--- src/hdl/ghtbp_pkg.sv ---
// Shared types, sizes and function codes for the global history branch predictor.
// No dependencies; every other file imports this package.
package ghtbp_pkg;

    // Sizes of the predictor
    localparam int THREADS       = 2;
    localparam int HISTORY_BITS  = 4;
    localparam int TABLE_ENTRIES = 1024;
    localparam int COUNTER_BITS  = 2;
    localparam int PC_SHIFT      = 2;

    // Fixed field widths of the item ports
    localparam int FUNC_W   = 3;
    localparam int THREAD_W = 1;
    localparam int PC_W     = 32;
    localparam int SNAP_W   = 4;

    // Derived sizes
    localparam int ROW_BITS  = $clog2(TABLE_ENTRIES);
    localparam int ADDR_BITS = THREAD_W + HISTORY_BITS + ROW_BITS;

    // Function codes
    localparam logic [FUNC_W-1:0] FUNC_LOOKUP   = 3'd0;
    localparam logic [FUNC_W-1:0] FUNC_UNCOND   = 3'd1;
    localparam logic [FUNC_W-1:0] FUNC_BTB_MISS = 3'd2;
    localparam logic [FUNC_W-1:0] FUNC_UPDATE   = 3'd3;
    localparam logic [FUNC_W-1:0] FUNC_RESTORE  = 3'd4;

    typedef logic [HISTORY_BITS-1:0] t_hist;
    typedef logic [COUNTER_BITS-1:0] t_ctr;
    typedef logic [ROW_BITS-1:0]     t_row;
    typedef logic [ADDR_BITS-1:0]    t_addr;

    localparam t_ctr CTR_MAX = '1;

    // Decoded item handed from front to back
    typedef struct packed {
        logic                is_lookup;
        logic                is_uncond;
        logic                is_btb_miss;
        logic                is_update;
        logic                is_restore;
        logic                thr_ok;
        logic [THREAD_W-1:0] thread;
        t_row                row;
        logic                taken;
        logic                squashed;
        logic                snap_valid;
        t_hist               snap;
    } t_item;

    // Status from back to front
    typedef struct packed {
        logic clearing;
    } t_back_status;

endpackage

--- src/hdl/ghtbp_queue.sv ---
// Two-entry queue of decoded items between front and back.
// Depends on ghtbp_pkg.
module ghtbp_queue (
    input  logic             i_clk,
    input  logic             i_rst_n,
    input  logic             i_push,
    input  ghtbp_pkg::t_item i_item,
    output logic             o_full,
    input  logic             i_pop,
    output logic             o_empty,
    output ghtbp_pkg::t_item o_item
);
    import ghtbp_pkg::*;

    t_item      r_slot [2];
    logic       r_wr_ptr;
    logic       r_rd_ptr;
    logic [1:0] r_count;

    assign o_full  = (r_count == 2'd2);
    assign o_empty = (r_count == 2'd0);
    assign o_item  = r_slot[r_rd_ptr];

    // Pointers and fill count
    always_ff @(posedge i_clk) begin
        if (!i_rst_n) begin
            r_wr_ptr <= 1'b0;
            r_rd_ptr <= 1'b0;
            r_count  <= 2'd0;
        end else begin
            if (i_push) begin
                r_wr_ptr <= !r_wr_ptr;
            end
            if (i_pop) begin
                r_rd_ptr <= !r_rd_ptr;
            end
            case ({i_push, i_pop})
                2'b10:   r_count <= r_count + 2'd1;
                2'b01:   r_count <= r_count - 2'd1;
                default: r_count <= r_count;
            endcase
        end
    end

    // Storage
    always_ff @(posedge i_clk) begin
        if (i_push) begin
            r_slot[r_wr_ptr] <= i_item;
        end
    end

endmodule

--- config.mk ---
export PLATFORM = sky130hd
export DESIGN_NAME = ghtbp_queue
export DESIGN_NICKNAME = d
export VERILOG_FILES = /design/src/hdl/ghtbp_pkg.sv /design/src/hdl/ghtbp_queue.sv
export SDC_FILE = /design/constraint.sdc
export NUM_CORES = 1
export LEC_CHECK = 0
export BUFFER_PORTS_ARGS = -buffer_cell sky130_fd_sc_hd__buf_4
export CORE_MARGIN = 1
export CORE_UTILIZATION = 45
export CTS_BUF_LIST = sky130_fd_sc_hd__clkbuf_16
export CTS_CLUSTER_DIAMETER = 100
export DETAILED_ROUTE_END_ITERATION = 12
export GPL_TIMING_DRIVEN = 0
export HOLD_SLACK_MARGIN = 0.1
export PLACE_DENSITY = 0.7
export SLEW_MARGIN = 20
export SYNTH_ARGS = -nofsm -noshare
export SYNTH_HDL_FRONTEND = slang
export SYNTH_SLANG_ARGS = --single-unit
--- constraint.sdc ---
create_clock -name i_clk -period 2.82 [get_ports i_clk]
set_input_delay 0.705 -clock i_clk [delete_from_list [all_inputs] [get_ports i_clk]]
set_output_delay 0.705 -clock i_clk [all_outputs]
set_load 0.005 [all_outputs]
# ---- Word-level counts from Yosys, hierarchy flattened
# Memories as Yosys holds them, arrays and structs flattened. A register that Yosys moved wholly into a read port is not among the register bits.
# Index checks and enable logic that the tools add are counted.
# Widths: inputs -> output; s select.
dict set report classes {
  add_sub_neg 2
  n_eq_ne 3
  muxes 5
  reduce_logical 4
}
# cell count
set ops {}
lappend ops {{$eq 2x2->1 const B} 2}
lappend ops {{$mux 1} 4}
lappend ops {{$pmux 2 s2} 1}
lappend ops {{$add 2x1->2 const B} 1}
lappend ops {{$eq 2x1->1 const B} 1}
lappend ops {{$logic_not 1->1} 2}
lappend ops {{$logic_not 2->1} 1}
lappend ops {{$reduce_bool 2->1} 1}
lappend ops {{$sub 2x1->2 const B} 1}
dict set report word_totals {
  regBits 4
  ram_bits 48
  in_bits 28
  output_inout_bits 26
  word_cells 18
  n_memories 1
}
# memory words width read_ports rd_ports_with_merged_regs write_ports line_no
set memory_table {}
lappend memory_table {r_slot 2 24 1 1 1 ghtbp_queue.sv:15} ;# t_item r_slot [2];

# ---- Depth between registers and ports, before layout
# Gate-level depths: netlist of run 1.
dict set report depth {
  word_depth 3
  ltp_mapped 5
  mapped_depth_nobuf 5
}

# ---- Worst setup path after synthesis of run 1
# Ideal clock, no wire load.
dict set report synth_path {
  kind {input to register}
  startpoint {in i_push}
  endpoint {mem r_slot[0][0] in the netlist's numbering, enable pin}
  setup_ns 0.407
  t_arrival_ns 1.806
  t_required_ns 2.413
  slack_ns 0.608
  cell_stages 2
  path_buffers 0
  path_cell_list {inv_1 nor2_1}
}
dict set report synth_via {
  elab_chain_cells 2
}
# item line_no
set synth_lines {}
lappend synth_lines {{start: declaration} ghtbp_queue.sv:6} ;# input logic i_push,
lappend synth_lines {{$mux 1} ghtbp_queue.sv:47} ;# if (i_push) begin
lappend synth_lines {{$mux 1 (implied by the code)} ghtbp_queue.sv:48} ;# r_slot[r_wr_ptr] <= i_item;
lappend synth_lines {{end: declaration} ghtbp_queue.sv:15}
# Every way passes these cells.

==> results of run 1 <==
[how the worst min path moves through the flow]
stage	startpoint	end	slack (ns)	depth (start not counted)
detailed placement	r_count[1]	r_count[1]	0.51	2
global route	r_count[1]	r_count[1]	0.56	2
finish	r_count[1]	r_count[1]	0.53	2
CTS	r_count[1]	r_count[1]	0.52	2
floorplan	r_count[1]	r_count[1]	0.47	2
global placement	r_count[1]	r_count[1]	0.48	2
[critical path: cells and delay by family, from the launching register on]
kind     cells  cell delay (ns)
buf+inv      3             0.58
mux          1             0.37
flops        1             0.30
[cell usage after synthesis, drive strengths merged]
| cell type | instances |
|---|---|
| a21boi | 1 |
| and2 | 4 |
| and2b | 1 |
| buf | 3 |
| dfxtp | 5 |
| edfxtp | 48 |
| ha | 1 |
| inv | 1 |
| mux2 | 24 |
| nor2 | 2 |
| nor2b | 1 |
| o21a | 1 |
| o21ai | 1 |
| or3 | 1 |
| xnor2 | 2 |
| xor2 | 1 |
[state kept, by name, summed over array words and instances (netlist names), named ones only]
signal and cells:
r_slot 48, r_count 2, r_rd_ptr 1, r_wr_ptr 1
[through the flow]
step | instance area, µm² | cells | worst slack, ns | util, % | setup TNS (ns)
5_1_grt | 2570 | 208 | 0.494 | 63.0 | 0
3_5_place_dp | 2410 | 200 | 0.717 | 59.0 | 0
6_report | 2570 | 208 | 0.581 | 63.0 | 0
3_3_place_gp | 2400 | 200 | -0.0159 | 58.8 | -0.361
2_1_floorplan | 1940 | 97 | 0.608 | - | 0
4_1_cts | 2570 | 208 | 0.564 | 63.0 | 0
[layer usage]
| metal | vias up | GRT usage (%) | wire length [µm] | share of wire [%] |
|---|---|---|---|---|
| li1 | 487 | - | - | - |
| met1 | 476 | 15.9 | 1250 | 40 |
| met3 | 7 | 4.22 | 164 | 5.2 |
| met2 | 30 | 26.7 | 1680 | 53 |
| met4 | 0 | 7.18 | 48 | 1.5 |
| met5 | - | 0 | 0 | 0 |
[final cells by class]
cell class / count / area, µm² / share of cell area (%)
Buffer: 3 / 15.0 / 0.583
Timing Repair Buffer: 53 / 398 / 15.5
Clock buffer: 5 / 125 / 4.86
Sequential cell: 53 / 1540 / 59.9
Multi-Input combinational cell: 40 / 392 / 15.2
Inverter: 1 / 3.75 / 0.146
Tap cell: 50 / 62.6 / 2.43
Clock inverter: 3 / 37.5 / 1.46
[power by group]
part	total, mW	internal, mW	switching, mW
combinational	0.201	0.122	0.0788
sequential	0.919	0.905	0.0143
clock	0.650	0.412	0.238
total	1.77	1.44	0.331
[logic make-up after synthesis]
group | count (synthesis) | share of synthesized area, %
adder cells (fa/ha/maj) | 1 | 0.644
XOR/XNOR | 3 | 1.35
AO/OA/AOI/OAI | 3 | 1.03
flip-flops | 53 | 79.3
buffers and inverters | 4 | 0.965
AND/OR/NAND/NOR | 9 | 2.77
multiplexers | 24 | 13.9
==> run metrics, run 1 <==
TritonCTS clock tree=done; post-synth top area share=74.2%; clk sinks=53; YS warnings=0; sequential share of the synthesized area=between 70% and 80%; Setup Viol. Count Final=0; Pre-Repair DR Iteration Count=4; share of cells above drive strength 1=56.3%; Hold-fix buffers, CTS=0; Ports=54; die span in x=between 60 and 70 µm; antenna-violating nets left=0; PwrDens=687 nW/µm²; worst path required time=roughly 2.1 ns; critical path, cell by cell=buf_2 > buf_2 > mux2_2 > buf_4; reg2reg path depth=1; CP max FO=10; Vias=1000; post-cts resize count=0; cell leakage power=between 0.9 and 1 nW; TritonCTS Buffers=5; antenna violations before repair=0; Yosys reg bits=53; Hold WC Path Type=reg -> reg; Power Total=1.77 mW; filler instances=312; Fmax=about 450 MHz; RSZ-0062 raised after global routing=false; vias per cell=4.81; CTS Buffer Depth=2; HPWL after detailed placement=approximately 2200 µm; period utilization=between 70% and 80%; core area=4090 µm²; CP Capture Point=o_item[2]; synthesized instance count=97; Worst Max-Slew Pin Slew=0.705 ns; worst-case clock skew=0.00334 ns; Routed WL=3140 µm; post-CTS setup repair buffer count=0; gr ovfl total=0; Crit. End Element=output port; WL per Instance=15.1 µm; DRT iter0 DRCs=37; CP Class=reg -> out; vias in the first global route=1011; height of the die=67.7 µm; Slew headroom=52.9%; post-synth design cell area=1940 µm²; Hold Violations, Final=0; commonest non-fill, non-tap cell in the layout=buf_4; global-route wire length before repair=4690 µm; Area Overhead vs Synth=32.5%; Hold Worst Slack=0.527 ns; clock-pin slew on the worst setup and hold paths=around 0.06 ns; Total Routing Usage GR=14.9%; commonest cells after routing, fill and taps aside=53 x buf_4, 48 x edfxtp_1, 24 x mux2_2, 5 x dfxtp_1, 5 x clkbuf_16; reg2reg start=r_wr_ptr; Die ar.=4580 µm²; largest net degree at the start of global routing=26; initial core utilization=47.6%; outcome=finished clean; Top cell by count, worst path=buf_2; Root Driver=clkbuf_16; shortest period the worst path allows=approximately 2.2 ns; Synth cell types=16; Port Buf Inserts=53; Worst EP arrival=1.53 ns; top post-synthesis cells by area=edfxtp_1 74%, mux2_2 14%, dfxtp_1 5.2%; CP max stage cell=mux2_2; n_diodes=0; H-tree depth reported by CTS=2; Synth area leader=edfxtp_1; critical path's largest stage delay=0.37 ns; FF-to-FF End=r_slot[1][23]; Syn Nets=126; Avg Inst Size Synth=20.0 µm²; fin. max-slew vios=0; crit start category=flip-flop; Residual DRC=0; max_cap viols=0; clk_lat worst skew=0.28 ns; internal reg-to-reg setup slack=1.52 ns; peak supply drop=0.355 mV; # rows=23; Final Wtd Congestion=0.622; nets=186
Note: power is estimated with default switching activity, not from simulation.
==> run 2: changes to the inputs <==
--- a/config.mk
+++ b/config.mk
@@ -5,6 +5,7 @@
 export SDC_FILE = /design/constraint.sdc
 export NUM_CORES = 1
 export LEC_CHECK = 0
+export ABC_AREA = 1
 export BUFFER_PORTS_ARGS = -buffer_cell sky130_fd_sc_hd__buf_4
 export CORE_MARGIN = 1
 export CORE_UTILIZATION = 45
==> constraint.sdc (replaced) <==
create_clock -name i_clk -period 2.1 [get_ports i_clk]
set_input_delay 0.525 -clock i_clk [delete_from_list [all_inputs] [get_ports i_clk]]
set_output_delay 0.525 -clock i_clk [all_outputs]
set_load 0.005 [all_outputs]
==> run 2 against run 1 <==
Effect of this change:
- largest power group unchanged
- via count is 4.8% higher
- sequential power rose by 34%
- non-clock buffer count is the same
- die area up 6.1%
- worst setup slack got worse by 0.33 ns
- highest routed layer unchanged
- worst hold slack worse by 0.10 ns
- clock skew decreased by 0.00067 ns
- power is 29% higher
- cell area up 4.0%
==> run metrics, run 2 <==
outcome=finished clean; Final Wtd Congestion=0.676 (+8.8%); Yosys reg bits=53 (unchanged); post-synth top area share=69.8% (-4.4 points); Synth area leader=edfxtp_1; WL per Instance=14.0 µm (-7.3%); HPWL after detailed placement=2220 µm (+2.4%); largest family of logic cells by synthesized area=multiplexers; setup TNS=0 ns (unchanged); post-CTS setup repair buffer count=0 (unchanged); Crit. End Element=output port; cell leakage power=1.09 nW (+11%); TritonCTS clock tree=done; synth cell count leaders=48 x edfxtp_1, 20 x mux2_4, 12 x nor2_1, 8 x nand2_1, 6 x inv_1; n_diodes=0 (unchanged); Root Driver=clkbuf_16; max FFs per register=48 (unchanged); peak supply drop=0.454 mV (+28%); commonest non-fill, non-tap cell in the layout=buf_4; Pre-Repair DR Iteration Count=4 (unchanged); Hold Worst Slack=0.428 ns (-0.0997 ns); clock-pin slew on the worst setup and hold paths=0.06 ns (about the same); TritonCTS Buffers=5 (unchanged); synthesized instance count=110 (+13%); post-synth design cell area=2060 µm² (+6.2%); post-cts resize count=0 (unchanged); core area=4380 µm² (+7.3%); Area Overhead vs Synth=29.7%; PwrDens=849 nW/µm² (+24%); Hold-fix buffers, CTS=0 (unchanged); Post-Synth Adder-Cell Area=0.606% (-0.038 points); post-synthesis compound-gate area fraction=0.485% (-0.55 points); critical path's largest stage delay=0.32 ns (-0.05 ns); Synth cell types=13 (-3); Syn Nets=139 (+10%); critical path, cell by cell=buf_6 > buf_12 > mux2_4 > buf_4; top post-synthesis cells by area=edfxtp_1 70%, mux2_4 15%, dfxtp_1 4.8%; met2 WL=1720 µm (+2.2%); largest net degree at the start of global routing=25 (-3.8%); CTS Buffer Depth=2 (unchanged); max_cap viols=0 (unchanged); YS warnings=0 (unchanged); gr ovfl total=0 (unchanged); Fmax=540 MHz; Top Registers=r_slot x48, r_count x2; antenna-violating nets left=0 (unchanged); most common cell in the netlist=edfxtp_1; Residual DRC=0 (unchanged); routed length on met1=1240 µm (-0.48%); filler instances=348 (+12%); proportion of synthesized area in mux cells=16.7% (+2.8 points); worst path required time=1.57 ns (-0.55 ns); XOR/XNOR Fraction of Synth Area=0% (-1.4 points); simple-gate share of the synthesized area=3.94% (+1.2 points); Die ar.=4860 µm² (+6.1%); top layer in use=met4; height of the die=69.7 µm (+3.0%); vias per cell=4.70 (-2.2%); Post-synth EDFFs=48 (unchanged); ys async rst share=0% (unchanged); # rows=24 (+4.3%); DRT iter0 DRCs=72 (+95%); H-tree depth reported by CTS=2 (unchanged); worst-case clock skew=0.00267 ns (-0.000669 ns); Port Buf Inserts=53 (unchanged); sequential share of the synthesized area=74.7% (-4.7 points); Worst EP arrival=1.33 ns (-0.20 ns); CP Class=reg -> out; fin. max-slew vios=0 (unchanged); DR WL met3=146 µm (-11%); Worst Max-Slew Pin Slew=0.973 ns (+0.267 ns); Biggest register=r_slot; RSZ-0062 raised after global routing=false; Hold Violations, Final=0 (unchanged); vias in the first global route=1095 (+8.3%); Routed WL=3130 µm (-0.60%); Primary FF master, synth=edfxtp_1; clk sinks=53 (unchanged); Ports=54 (unchanged); period utilization=88.2%; share of cells above drive strength 1=52.0% (-4.3 points); nets=199 (+7.0%); Setup Viol. Count Final=0 (unchanged); CP max FO=10 (unchanged); Slew headroom=35.1% (-18 points); Vias=1048 (+4.8%); crit start category=flip-flop; clk_lat worst skew=0.28 ns (about the same); initial core utilization=47.1% (-0.46 points); antenna violations before repair=0 (unchanged); global-route wire length before repair=5000 µm (+6.5%); shortest period the worst path allows=approximately 1.9 ns; CP max stage cell=dfxtp_1; Total Routing Usage GR=13.8% (-1.1 points); Hold WC Path Type=in -> reg; Avg Inst Size Synth=18.8 µm² (-6.3%); die span in x=69.7 µm (+3.0%); commonest cells after routing, fill and taps aside=53 x buf_4, 48 x edfxtp_1, 20 x mux2_4, 11 x nor2_1, 8 x nand2_1
==> run 2: cell count changes after synthesis, moves of 3 or more <==
| cell | delta |
|---|---|
| nand2_1 | +8 |
| nor2_1 | +10 |
| mux2_2 | -20 |
| buf_2 | -3 |
| mux2_4 | +20 |
| and2_1 | -4 |
| inv_1 | +5 |
==> run 2: routing by layer <==
layer / track usage [%] / up-vias
li1: - / 519
met1: 13.8 / 495
met2: 25.7 / 32
met3: 5.52 / 2
met4: 4.67 / 0
met5: 0 / -
==> run 2: cells by family after synthesis <==
group,after synthesis
AOI/OAI and AO/OA,2
adders and majority gates,1
buffers and inverters,9
DFF,53
muxes,24
and+or+nand+nor,21
==> run 2: area by class of cell <==
type,instances,area (µm²),area share [%]
sequential,53,1540,57.6
multi-input combinational,48,457,17.1
timing repair buffer,53,398,14.9
clock buffer,5,125,4.67
tap,52,65.1,2.43
buffer,3,51.3,1.92
inverter,6,22.5,0.841
clock inverter,3,17.5,0.654
==> run 2: stage by stage <==
step	setup slack, ns	total power [mW]	area, µm²	instances	util (%)
2_1_floorplan	0.0996	1.40	2060	110	-
3_3_place_gp	-0.541	1.53	2530	215	57.6
3_5_place_dp	0.232	1.54	2530	215	57.8
4_1_cts	0.233	2.30	2680	223	61.1
5_1_grt	0.200	2.37	2680	223	61.1
6_report	0.248	2.27	2680	223	61.1
==> run 2: final timing paths <==
path / start / slack, ns / cells past startpoint / endpoint
setup / recovery: flip-flop / 0.25 / 4 / o_item[13]
hold / removal: i_item[4] / 0.43 / 1 / r_slot[0][4]
setup reg to reg: r_wr_ptr / 0.50 / 2 / r_slot[1][14]
hold reg to reg: r_rd_ptr / 0.51 / 2 / flip-flop
==> run 2: report_power, final <==
| group | total, mW | switching, mW | leakage (nW) | internal (mW) |
|---|---|---|---|---|
| Sequential | 1.23 | 0.0188 | 0.492 | 1.22 |
| Combinational | 0.277 | 0.107 | 0.531 | 0.170 |
| Clock | 0.763 | 0.326 | 0.0696 | 0.437 |
==> run 2: critical path: cells and delay by family, from the launching register on <==
family / cells / cell delay, ns
DFF: 1 / 0.32
buffers and inverters: 3 / 0.43
muxes: 1 / 0.30
