File: src/hdl/ghtbp_pkg.sv
// Shared types, sizes and function codes for the global history branch predictor.
// No dependencies; every other file imports this package.
package ghtbp_pkg;

    // Sizes of the predictor
    localparam int THREADS       = 2;
    localparam int HISTORY_BITS  = 4;
    localparam int TABLE_ENTRIES = 1024;
    localparam int COUNTER_BITS  = 2;
    localparam int PC_SHIFT      = 2;

    // Fixed field widths of the item ports
    localparam int FUNC_W   = 3;
    localparam int THREAD_W = 1;
    localparam int PC_W     = 32;
    localparam int SNAP_W   = 4;

    // Derived sizes
    localparam int ROW_BITS  = $clog2(TABLE_ENTRIES);
    localparam int ADDR_BITS = THREAD_W + HISTORY_BITS + ROW_BITS;

    // Function codes
    localparam logic [FUNC_W-1:0] FUNC_LOOKUP   = 3'd0;
    localparam logic [FUNC_W-1:0] FUNC_UNCOND   = 3'd1;
    localparam logic [FUNC_W-1:0] FUNC_BTB_MISS = 3'd2;
    localparam logic [FUNC_W-1:0] FUNC_UPDATE   = 3'd3;
    localparam logic [FUNC_W-1:0] FUNC_RESTORE  = 3'd4;

    typedef logic [HISTORY_BITS-1:0] t_hist;
    typedef logic [COUNTER_BITS-1:0] t_ctr;
    typedef logic [ROW_BITS-1:0]     t_row;
    typedef logic [ADDR_BITS-1:0]    t_addr;

    localparam t_ctr CTR_MAX = '1;

    // Decoded item handed from front to back
    typedef struct packed {
        logic                is_lookup;
        logic                is_uncond;
        logic                is_btb_miss;
        logic                is_update;
        logic                is_restore;
        logic                thr_ok;
        logic [THREAD_W-1:0] thread;
        t_row                row;
        logic                taken;
        logic                squashed;
        logic                snap_valid;
        t_hist               snap;
    } t_item;

    // Status from back to front
    typedef struct packed {
        logic clearing;
    } t_back_status;

endpackage

File: src/hdl/ghtbp_front.sv
// Front end: accepts input transfers, decodes the function and pc row, holds one item.
// Depends on ghtbp_pkg.
module ghtbp_front (
    input  logic                            i_clk,
    input  logic                            i_rst_n,
    input  logic                            i_valid,
    output logic                            o_ready,
    input  logic [ghtbp_pkg::FUNC_W-1:0]    i_func,
    input  logic [ghtbp_pkg::THREAD_W-1:0]  i_thread,
    input  logic [ghtbp_pkg::PC_W-1:0]      i_pc,
    input  logic                            i_taken,
    input  logic                            i_squashed,
    input  logic                            i_snapshot_valid,
    input  logic [ghtbp_pkg::SNAP_W-1:0]    i_history_snapshot,
    input  ghtbp_pkg::t_back_status         i_status,
    output logic                            o_item_valid,
    output ghtbp_pkg::t_item                o_item,
    input  logic                            i_item_ready
);
    import ghtbp_pkg::*;

    logic  r_valid;
    t_item r_item;
    t_item n_item;
    logic  accept;

    // Hold off input while the counter table is being cleared
    assign o_ready = !i_status.clearing && (!r_valid || i_item_ready);
    assign accept  = i_valid && o_ready;

    // Decode
    always_comb begin
        n_item             = '0;
        n_item.is_lookup   = (i_func == FUNC_LOOKUP);
        n_item.is_uncond   = (i_func == FUNC_UNCOND);
        n_item.is_btb_miss = (i_func == FUNC_BTB_MISS);
        n_item.is_update   = (i_func == FUNC_UPDATE);
        n_item.is_restore  = (i_func == FUNC_RESTORE);
        n_item.thr_ok      = (int'(i_thread) < THREADS);
        n_item.thread      = i_thread;
        n_item.row         = i_pc[PC_SHIFT +: ROW_BITS];
        n_item.taken       = i_taken;
        n_item.squashed    = i_squashed;
        n_item.snap_valid  = i_snapshot_valid;
        n_item.snap        = i_history_snapshot[HISTORY_BITS-1:0];
    end

    // Control
    always_ff @(posedge i_clk) begin
        if (!i_rst_n) begin
            r_valid <= 1'b0;
        end else if (accept) begin
            r_valid <= 1'b1;
        end else if (i_item_ready) begin
            r_valid <= 1'b0;
        end
    end

    // Payload
    always_ff @(posedge i_clk) begin
        if (accept) begin
            r_item <= n_item;
        end
    end

    assign o_item_valid = r_valid;
    assign o_item       = r_item;

endmodule

File: config.mk
export PLATFORM = sky130hd
export DESIGN_NAME = ghtbp_front
export DESIGN_NICKNAME = d
export VERILOG_FILES = /design/src/hdl/ghtbp_pkg.sv /design/src/hdl/ghtbp_front.sv
export SDC_FILE = /design/constraint.sdc
export NUM_CORES = 1
export LEC_CHECK = 0
export BUFFER_PORTS_ARGS = -buffer_cell sky130_fd_sc_hd__buf_4
export CAP_MARGIN = 20
export CORE_MARGIN = 5
export CORE_UTILIZATION = 35
export CTS_BUF_LIST = sky130_fd_sc_hd__clkbuf_16
export CTS_CLUSTER_DIAMETER = 150
export DETAILED_ROUTE_END_ITERATION = 7
export HOLD_SLACK_MARGIN = 0.08
export PLACE_DENSITY = 0.77
export SKIP_CTS_REPAIR_TIMING = 1
export SLEW_MARGIN = 20
export SYNTH_ARGS = -nofsm -noshare
export SYNTH_HDL_FRONTEND = slang
export SYNTH_SLANG_ARGS = --single-unit
File: constraint.sdc
create_clock -name i_clk -period 2.39 [get_ports i_clk]
set_input_delay 0.3585 -clock i_clk [delete_from_list [all_inputs] [get_ports i_clk]]
set_output_delay 0.3585 -clock i_clk [all_outputs]
set_load 0.02 [all_outputs]
======== Yosys cells after proc, flatten, opt, wreduce, memory -nomap -nowiden ========
Cells that the tools add are included.
cells by class
  add/sub/neg operators ................... 0
  multiply operators ...................... 0
  divide/modulo/power cells ............... 0
  magnitude comparators ................... 0
  equal/unequal tests ..................... 4
  shift-type cells ........................ 0
  multiplexer cells ....................... 2
  bitwise operators ....................... 0
  reductions and logical operators ........ 7
operator list
  kind                number
  $eq 3x2->1 const B  2
  $eq 3x1->1 const B  1
  $eq 3x3->1 const B  1
  $logic_not 3->1     1
  $logic_and 1x1->1   2
  $logic_not 1->1     2
  $mux 1              2
  $reduce_bool 2->1   1
  $logic_or 1x1->1    1
storage, ports and cells
  flip-flop bits (word level) ............. 24
  latch bits .............................. 0
  RAM bits ................................ 0
  ROM bits ................................ 0
  logic and storage cells ................. 25
  memories ................................ 0

======== Logic depth before layout (Yosys ltp) ========
Gate-level depths: netlist of the first run.
  depth after elaboration ................. 5
  mapped depth ............................ 2
  mapped depth without buffers ............ 2

======== Worst setup path after synthesis of the first run ========
No wires, ideal clock.
  path kind ............................... register to register
  start point ............................. register r_valid (netlist: o_item_valid)
  end point ............................... register r_item, in the netlist o_item[0] (enable)
  arrival ................................. 1529 ps
  setup slack ............................. 458 ps
  stages on the path, launching flop included .. 3
  buffers on the path ..................... 0
  period minus slack after synthesis ...... 1932 ps
  path through ............................ dfxtp_1 -> nor2b_1 -> nor2_1
between the ends
  cells in the longest elaborated chain, start to end .. 4
RTL lines
  item                    line               source
  from (decl)             ghtbp_front.sv:22  logic r_valid;
  from (signal assigned)  ghtbp_front.sv:51  r_valid <= 1'b0;
  from (signal assigned)  ghtbp_front.sv:53  r_valid <= 1'b1;
  from (signal assigned)  ghtbp_front.sv:55  r_valid <= 1'b0;
  $logic_not 1->1         ghtbp_front.sv:28  assign o_ready = !i_status.clearing && (!r_valid || i_item_ready);
  $logic_or 1x1->1        ghtbp_front.sv:28
  $logic_and 1x1->1       ghtbp_front.sv:28
  $logic_and 1x1->1       ghtbp_front.sv:29  assign accept = i_valid && o_ready;
  named net accept        ghtbp_front.sv:25  logic accept;
  to (signal assigned)    ghtbp_front.sv:62  r_item <= n_item;
  to (decl)               ghtbp_front.sv:23  t_item r_item;
The timed path passes the listed nets, and every way through them passes these cells.
A chain may end at the register's enable or synchronous reset.

======== Worst setup path in the final report of the first run ========
  start point ............................. register r_valid (netlist: o_item_valid)
  end point ............................... register r_item, in the netlist o_item[2] (enable)
The elaborated chain is that of the path after synthesis.

==> results of run 1 <==
[flip-flops by register name, summed over array words and instances, names as in the netlist]
signal / count
o_item_valid: 1
o_item: 23
[placed cells by master (no fill, tap or decap)]
cell type  Yosys  routed
and3b_1        1       1
edfxtp_1      23      23
nand2b_4       1       1
clkinv_1       0       1
a21boi_1       1       1
dfxtp_1        1       1
conb_1         1       1
nor3b_1        3       3
nand2b_1       1       1
nor3_1         1       1
nor2b_1        1       1
clkbuf_16      0       3
nor2_1         2       1
nor2_2         0       1
buf_4          1      51
[per-layer routing]
| metal | track usage | vias up | wire [µm] |
|---|---|---|---|
| met2 | 0.1419 | 38 | 646 |
| li1 | - | 247 | - |
| met4 | 0.04967 | 0 | 21 |
| met1 | 0.1213 | 223 | 694 |
| met5 | 0 | - | 0 |
| met3 | 0.04454 | 2 | 238 |
[stage by stage]
step | hold WS [ns] | instance area (µm²) | std cells | setup slack [ns]
after floorplan | 0.4574 | 799.5 | 37 | 0.4581
after global placement | 0.4677 | 1212 | 115 | 0.7634
after detailed placement | 0.4885 | 1212 | 115 | 0.7355
after CTS | 0.2803 | 1291 | 119 | 0.8446
after global routing | 0.2748 | 1291 | 119 | 0.7780
final | 0.2835 | 1291 | 119 | 0.8782
[layout make-up]
cell class | instances | area share
Sequential cell | 24 | 0.5504
Clock buffer | 3 | 0.05814
Multi-Input combinational cell | 12 | 0.06492
Clock inverter | 1 | 0.002907
Timing Repair Buffer | 51 | 0.2965
Tap cell | 28 | 0.02713
[worst paths after layout]
path | from | end | slack (ns) | cells past startpoint
setup / recovery | o_item_valid | o_item[2] | 0.88 | 3
setup reg to reg | o_item_valid | o_item[2] | 0.88 | 3
hold reg to reg | o_item_valid | o_item_valid | 0.49 | 2
hold / removal | i_snapshot_valid | o_item[4] | 0.28 | 1
[logic make-up after synthesis]
group,after synthesis,synth area share
DFF,24,0.8889
buffers and inverters,1,0.009393
AOI/OAI and AO/OA,1,0.009393
and+or+nand+nor,10,0.08764
other,1,0.004690
[power breakdown]
part	total, mW	internal (mW)	leakage, nW	switching (mW)
Combinational	0.104	0.0539	0.280	0.0499
Sequential	0.488	0.483	0.223	0.00494
Clock	0.346	0.223	0.0385	0.123
==> results by group, run 1 <==
Run status
  • Status: completed

Cells and area
  • Area of the multi-input gates: approximately 84 µm²
  • Fraction of layout cells with a size suffix above 1: 0.6154
  • Area grow syn2layout: 61.50%
  • Filler instances: 171
  • Fin nets: 140
  • Fin util: 0.5894
  • Antenna Cells: 0
  • FF/Latch Area: 710.7 µm²

Place
  • DP HPWL: 1.309 mm
  • PortBufs: 50
  • RD Place Congestion: ~0.75

Floorplanning
  • Die Wd: around 58 µm
  • Core Region: around 2200 µm²
  • Row cnt: 17
  • Io pins: 74
  • Die footprint: 3340 µm²
  • Initial Util: 0.3649
  • DIE HEIGHT: 57.80 µm

Clock network
  • CTS tree: yes
  • Max Buffers Root-to-Sink: 2
  • CTS buffer count: 3
  • CTS sink cnt: 24
  • H-Tree Depth: 1
  • Worst skew pair latency: 0.25 ns
  • CTS root buf: clkbuf_16
  • Worst-path clk slew: 0.06 ns

STA
  • Slew HR: 0.6581
  • Post-route setup TNS: 0 ns
  • Fin crit share: 0.6325
  • Final hold vios: 0
  • Worst-Margin Slew: slightly above 0.5 ns
  • F_max: 661.5 MHz
  • Skew final: 0.001862 ns
  • Unrepaired setup endpoints after global routing: false
  • Max Slew Vio Count: 0
  • Tmin final: 1.512 ns
  • Final setup fails: 0

Power
  • Max VDD drop: 373.4 µV
  • PwrDens: 726.1 nW/µm²
  • Total power draw: 0.9376 mW
  • Leak pwr: about 0.54 nW

Worst setup path
  • Worst-path maximum fanout: 13
  • Critical Path Start Type: flop
  • Worst Path Required: about 2.3 ns
  • Worst path top cell family by delay: simple AND/OR/NAND/NOR gates
  • Crit-path slowest cell: nor2_2
  • Worst EP arrival: about 1.5 ns
  • Crit. End Element: flop
  • Buf/Inv on CP: 1
  • Critical path type: reg2reg
  • Critical path cell sequence: nor2b_1 > nor2_2 > buf_4
  • CP max stage delay: 0.43 ns

GRT
  • First-pass GRT wire length: 2.394 mm
  • Initial antenna violation count: 0
  • Largest net degree at the start of global routing: 14
  • Total GRT Usage: 0.09742
  • GRT overflow: 0
  • Vias in the first global route: 496

Route
  • 1st-pass router iterations: 3
  • Total length of routed wires: 1.600 mm
  • Iter 0 DRT Violations: 4
  • DRC viols: 0
  • Antenna-violating nets left: 0
  • Via Count: 510
  • Drt via density: around 4.3
  • WL per Instance: 13.45 µm

Synthesis
  • Post-synthesis register bit count: 24
  • Most frequent cell after synthesis: edfxtp_1
  • Post-synth EDFFs: 23
  • Area leader, netlist: edfxtp_1
  • Asr flop ratio synth: 0
  • Synth cell types: 12
  • Post-Syn Instances: 37
  • Post-Syn Area: about 800 µm²
  • Top cell type's share of synthesized area: 0.8638
  • Synth Flop Type: edfxtp_1
  • Synth top area cells: edfxtp_1 86%, nor3b_1 2.8%, dfxtp_1 2.5%, nand2b_4 1.7%, and3b_1 1.1%
  • Post-synth top cells: 23 x edfxtp_1, 3 x nor3b_1, 2 x nor2_1
  • Ys Warns: 0
  • Syn_nets: 85
  • Seq/Total Area, Yosys: 0.8889
  • Syn avg cell area: 21.61 µm²

Job
  • Max_cap viols: 0

Min path
  • Hold Crit Class: in2reg
Note: power is estimated with default switching activity, not from simulation.
==> run 2, diff against run 1 <==
CORE_UTILIZATION = 32   (was 35)
PLACE_DENSITY = 0.74   (was 0.77)
clock period = 1.27 ns   (was 2.39 ns; I/O delays follow)
==> run 2 against run 1 <==
Effect of this change: sequential share of layout area down 0.90 points; combinational power up 96%; flip-flop and latch count unchanged; critical path depth unchanged; clock-buffer cell count unchanged; utilization down 4.9 points; non-clock buffer count unchanged; total power up 89%; worst hold slack worse by 0.17 ns; clock power up 88%; clock skew about the same; critical path type is now reg2out.
==> results by group, run 2 (synthesis gave the netlist of run 1 again) <==
Run status
  • Status: completed

STA
  • Post-route setup TNS: 0 ns (unchanged)
  • Final setup fails: 0 (unchanged)
  • F_max: 836.4 MHz
  • Max Slew Vio Count: 0 (unchanged)
  • Final hold vios: 0 (unchanged)
  • Unrepaired setup endpoints after global routing: false
  • Fin crit share: 0.9414
  • Skew final: 0.002292 ns (+0.0004302 ns)
  • Tmin final: ~1.2 ns

Worst setup path
  • Buf/Inv on CP: 1 (unchanged)
  • Worst EP arrival: 1.01 ns (-0.45 ns)
  • Critical path type: reg2out
  • Critical path cell sequence: nor2b_2 > nor2_1 > buf_4
  • CP max stage delay: 0.34 ns (-0.09 ns)
  • Worst path top cell family by delay: flip-flops
  • Critical Path Start Type: flop
  • Worst Path Required: 1.08 ns (-1.26 ns)
  • Critical path depth: 3 (unchanged)
  • Crit. End Element: output pin
  • Reg2reg path depth: 3 (unchanged)
  • Crit-path slowest cell: dfxtp_2
  • Worst-path maximum fanout: 3 (-10)

Cells and area
  • Fin nets: 140 (unchanged)
  • Most frequent cells in the layout: 50 x buf_4, 23 x edfxtp_1, 3 x nor3b_1, 3 x clkbuf_16
  • Most common cell after layout, fill and taps aside: buf_4
  • Antenna Cells: 0 (unchanged)
  • Final instance area: 1315 µm² (+1.8%)
  • Fraction of layout cells with a size suffix above 1: 0.6374 (+0.02198)
  • Area grow syn2layout: 64.48%
  • Filler instances: 215 (+26%)
  • Largest register FFs: 23 (unchanged)

GRT
  • Initial antenna violation count: 0 (unchanged)
  • Total GRT Usage: 0.09937 (+0.001944)
  • Largest net degree at the start of global routing: 24 (+10)
  • GRT overflow: 0 (unchanged)
  • First-pass GRT wire length: 2.435 mm (+1.7%)
  • Vias in the first global route: 501 (+1.0%)

Floorplanning
  • Core Region: 2432 µm² (+11%)
  • Die footprint: 3598 µm² (+7.7%)
  • Initial Util: 0.3287 (-0.03623)
  • Die Wd: 59.99 µm (+3.8%)
  • Io pins: 74 (unchanged)
  • Row cnt: 18 (+1)
  • DIE HEIGHT: 59.99 µm (+3.8%)

Power
  • Leak pwr: 0.5453 nW (+0.73%)
  • Max VDD drop: 1008 µV (+170%)
  • PwrDens: 1349 nW/µm² (+86%)

Route
  • Total length of routed wires: 1.686 mm (+5.4%)
  • Via Count: 499 (-2.2%)
  • Drt via density: 4.124 (-3.8%)
  • Iter 0 DRT Violations: 4 (unchanged)
  • Antenna-violating nets left: 0 (unchanged)
  • WL per Instance: 13.93 µm (+3.6%)
  • 1st-pass router iterations: 2 (-1)
  • DRC viols: 0 (unchanged)

Place
  • Placement-stage cell area: 1236 µm² (+2.0%)
  • RD Place Congestion: 0.6427 (-14%)
  • DP HPWL: 1.395 mm (+6.6%)
  • PortBufs: 50 (unchanged)

Clock network
  • Worst-path clk slew: 0.06 ns (about the same)
  • CTS sink cnt: 24 (unchanged)
  • CTS root buf: clkbuf_16
  • Max Buffers Root-to-Sink: 2 (unchanged)
  • CTS buffer count: 3 (unchanged)
  • Worst skew pair latency: 0.25 ns (about the same)
  • CTS tree: yes
  • H-Tree Depth: 1 (unchanged)

Min path
  • Hold Crit Class: in2reg
  • Hold Path Cell Cnt: 1 (unchanged)

Job
  • Max_cap viols: 0 (unchanged)
## run 2: cell count changes in the layout (fill, tap and decap cells not counted)
cell     change
buf_12       +1
buf_4        -1
dfxtp_1      -1
dfxtp_2      +1
nor2_2       -1
nor2_4       +1
nor2b_1      -1
nor2b_2      +1
## run 2: worst register-to-register path, stage by stage (launching register included)
cell	delay (ns)
dfxtp_2	0.32
nor2b_2	0.17
nor2_4	0.10
buf_12	0.17
## run 2: area by class of cell
| class | count | area (µm²) | area share |
|---|---|---|---|
| clock inverter | 1 | 3.754 | 0.002854 |
| tap | 30 | 37.54 | 0.02854 |
| sequential | 24 | 711.9 | 0.5414 |
| clock buffer | 3 | 75.07 | 0.05709 |
| timing repair buffer | 51 | 395.4 | 0.3007 |
| multi-input combinational | 12 | 91.34 | 0.06946 |
## run 2: layer usage
layer  share of wire  track usage  vias up  wire length [µm]
li1                -            -      246                 -
met1            0.37       0.1174      213               632
met2            0.44       0.1451       38               738
met3            0.17      0.04320        2               281
met4           0.020      0.06646        0                33
met5               0            0        -                 0
## run 2: worst paths after layout
check	startpoint	end	slack [ns]
setup / recovery	o_item_valid	o_ready	0.07
hold / removal	i_pc[4]	o_item[9]	0.12
setup reg to reg	o_item_valid	o_item[23]	0.21
hold reg to reg	o_item_valid	o_item_valid	0.48
## run 2: report_power, final
part | internal (mW) | leakage, nW | switching (mW)
Clock | 0.419 | 0.0385 | 0.232
Combinational | 0.107 | 0.284 | 0.0963
Sequential | 0.909 | 0.223 | 0.00991
Total | 1.44 | 0.545 | 0.338
## run 2: metrics by stage
stage	total power, mW	setup slack (ns)	util	cells	hold WS [ns]
6_report	1.774	0.07445	0.5406	121	0.1150
2_1_floorplan	1.014	0.005074	-	37	0.2894
4_1_cts	1.796	0.06499	0.5406	121	0.1106
3_3_place_gp	1.138	0.2223	0.5082	117	0.3690
5_1_grt	1.837	0.03430	0.5406	121	0.1054
3_5_place_dp	1.145	0.2087	0.5082	117	0.3702
==> run 3, diff against run 2 <==
CORE_UTILIZATION = 38   (was 32)
PLACE_DENSITY = 0.82   (was 0.74)
clock period = 1.4 ns   (was 1.27 ns; I/O delays follow)
==> run 3 against run 2 <==
Effect of this change: sequential share of layout area decreased by 1.2 points; worst hold slack improved by 0.017 ns; flip-flop and latch count unchanged; clock power increased by 21%; wire length decreased by 8.0%; design area increased by 2.0%; sequential power decreased by 9.4%; worst setup slack improved by 0.0031 ns; non-clock buffer count increased by 1; critical path depth unchanged; critical path type unchanged; critical endpoint unchanged; largest cell class unchanged.
==> results by group, run 3 (synthesis gave the netlist of run 1 again) <==
Run status
  • Status: completed

Power
  • Leak pwr: 0.5634 nW (+3.3%)
  • Max VDD drop: 908.0 µV (-9.9%)
  • PwrDens: 1347 nW/µm² (-0.11%)

Cells and area
  • Most frequent cells in the layout: 51 x buf_4, 23 x edfxtp_1, 3 x nor3b_1, 3 x clkbuf_16
  • Fin nets: 141 (+0.71%)
  • Non-Filler Instances: 119 (-1.7%)
  • Fraction of layout cells with a size suffix above 1: 0.6304 (-0.006928)
  • Area grow syn2layout: 67.76%
  • Most common cell after layout, fill and taps aside: buf_4
  • Largest register FFs: 23 (unchanged)
  • Antenna Cells: 0 (unchanged)

Clock network
  • H-Tree Depth: 1 (unchanged)
  • CTS tree: yes
  • CTS root buf: clkbuf_16
  • CTS buffer count: 3 (unchanged)
  • Max Buffers Root-to-Sink: 2 (unchanged)
  • Worst-path clk slew: 0.06 ns (about the same)
  • CTS sink cnt: 24 (unchanged)
  • Worst skew pair latency: 0.25 ns (about the same)

Floorplanning
  • Row cnt: 16 (-2)
  • Io pins: 74 (unchanged)
  • DIE HEIGHT: 55.87 µm (-6.9%)
  • Core Region: 1982 µm² (-19%)
  • Initial Util: 0.4034 (+0.07471)
  • Die Wd: 55.87 µm (-6.9%)
  • Die footprint: 3121 µm² (-13%)

Worst setup path
  • Worst-path maximum fanout: 3 (unchanged)
  • Critical path type: reg2out
  • Critical path cell sequence: nor2b_1 > nor2_1 > buf_4
  • FF-to-FF setup slack: 0.28 ns (+0.07 ns)
  • Worst Path Required: 1.19 ns (+0.11 ns)
  • Critical Path Start Type: flop
  • Crit-path slowest cell: dfxtp_1
  • Crit. End Element: output pin
  • CP max stage delay: 0.35 ns (about the same)
  • Worst path top cell family by delay: simple AND/OR/NAND/NOR gates
  • Buf/Inv on CP: 1 (unchanged)
  • Worst EP arrival: 1.11 ns (+0.10 ns)

Job
  • Max_cap viols: 0 (unchanged)

STA
  • Final setup fails: 0 (unchanged)
  • Fin crit share: 0.9446
  • F_max: 756.2 MHz
  • Final hold vios: 0 (unchanged)
  • Max Slew Vio Count: 0 (unchanged)
  • Worst hold margin: 0.1321 ns (+0.01704 ns)
  • Unrepaired setup endpoints after global routing: false
  • Tmin final: 1.322 ns
  • Post-route setup TNS: 0 ns (unchanged)
  • Skew final: 0.001242 ns (-0.001050 ns)

Place
  • RD Place Congestion: 0.6355 (-1.1%)
  • PortBufs: 50 (unchanged)
  • Dpl cells: 115 (-1.7%)

Route
  • DRC viols: 0 (unchanged)
  • Drt via density: 4.336 (+5.1%)
  • Total length of routed wires: 1.551 mm (-8.0%)
  • Antenna-violating nets left: 0 (unchanged)
  • 1st-pass router iterations: 2 (unchanged)
  • WL per Instance: 13.03 µm (-6.5%)
  • Via Count: 516 (+3.4%)
  • Iter 0 DRT Violations: 7 (+3)

GRT
  • Total GRT Usage: 0.1002 (+0.0008278)
  • Initial antenna violation count: 0 (unchanged)
  • Largest net degree at the start of global routing: 18 (-25%)
  • First-pass GRT wire length: 2.311 mm (-5.1%)
  • Vias in the first global route: 514 (+2.6%)
  • GRT overflow: 0 (unchanged)

Min path
  • Hold Crit Class: in2reg
## run 3: per-layer routing
metal  wire, µm  up-vias  GRT usage
met5          0        -          0
met4         10        0    0.05085
met3        281        2    0.07193
met2        796       33     0.1757
met1        464      233    0.08185
li1           -      248          -
## run 3: final timing paths
path | start | to | cells past startpoint
setup / recovery | o_item_valid | o_ready | 3
hold / removal | i_pc[10] | o_item[15] | 1
setup reg to reg | o_item_valid | o_item[9] | 3
hold reg to reg | o_item_valid | o_item_valid | 2
## run 3: layout make-up
type / instances / area (µm²)
multi-input cells: 12 / 88.84
fillers: 144 / 640.6
well taps: 27 / 33.78
clock inverters: 1 / 30.03
clock buffers: 3 / 75.07
repair buffers: 52 / 402.9
flip-flops and latches: 24 / 710.7
## run 3: report_power, final
group          internal, mW  switching [mW]
registers             0.824         0.00827
clock network         0.567           0.221
logic                0.0985          0.0876
## run 3: stage by stage
stage / worst slack (ns) / power, mW / utilization / cell area, µm²
6_report: 0.07753 / 1.807 / 0.6768 / 1341
5_1_grt: 0.03306 / 1.864 / 0.6768 / 1341
4_1_cts: 0.07432 / 1.823 / 0.6768 / 1341
3_5_place_dp: 0.2966 / 1.037 / 0.6237 / 1236
3_3_place_gp: 0.3333 / 1.031 / 0.6237 / 1236
2_1_floorplan: 0.07459 / 0.9191 / - / 807.0
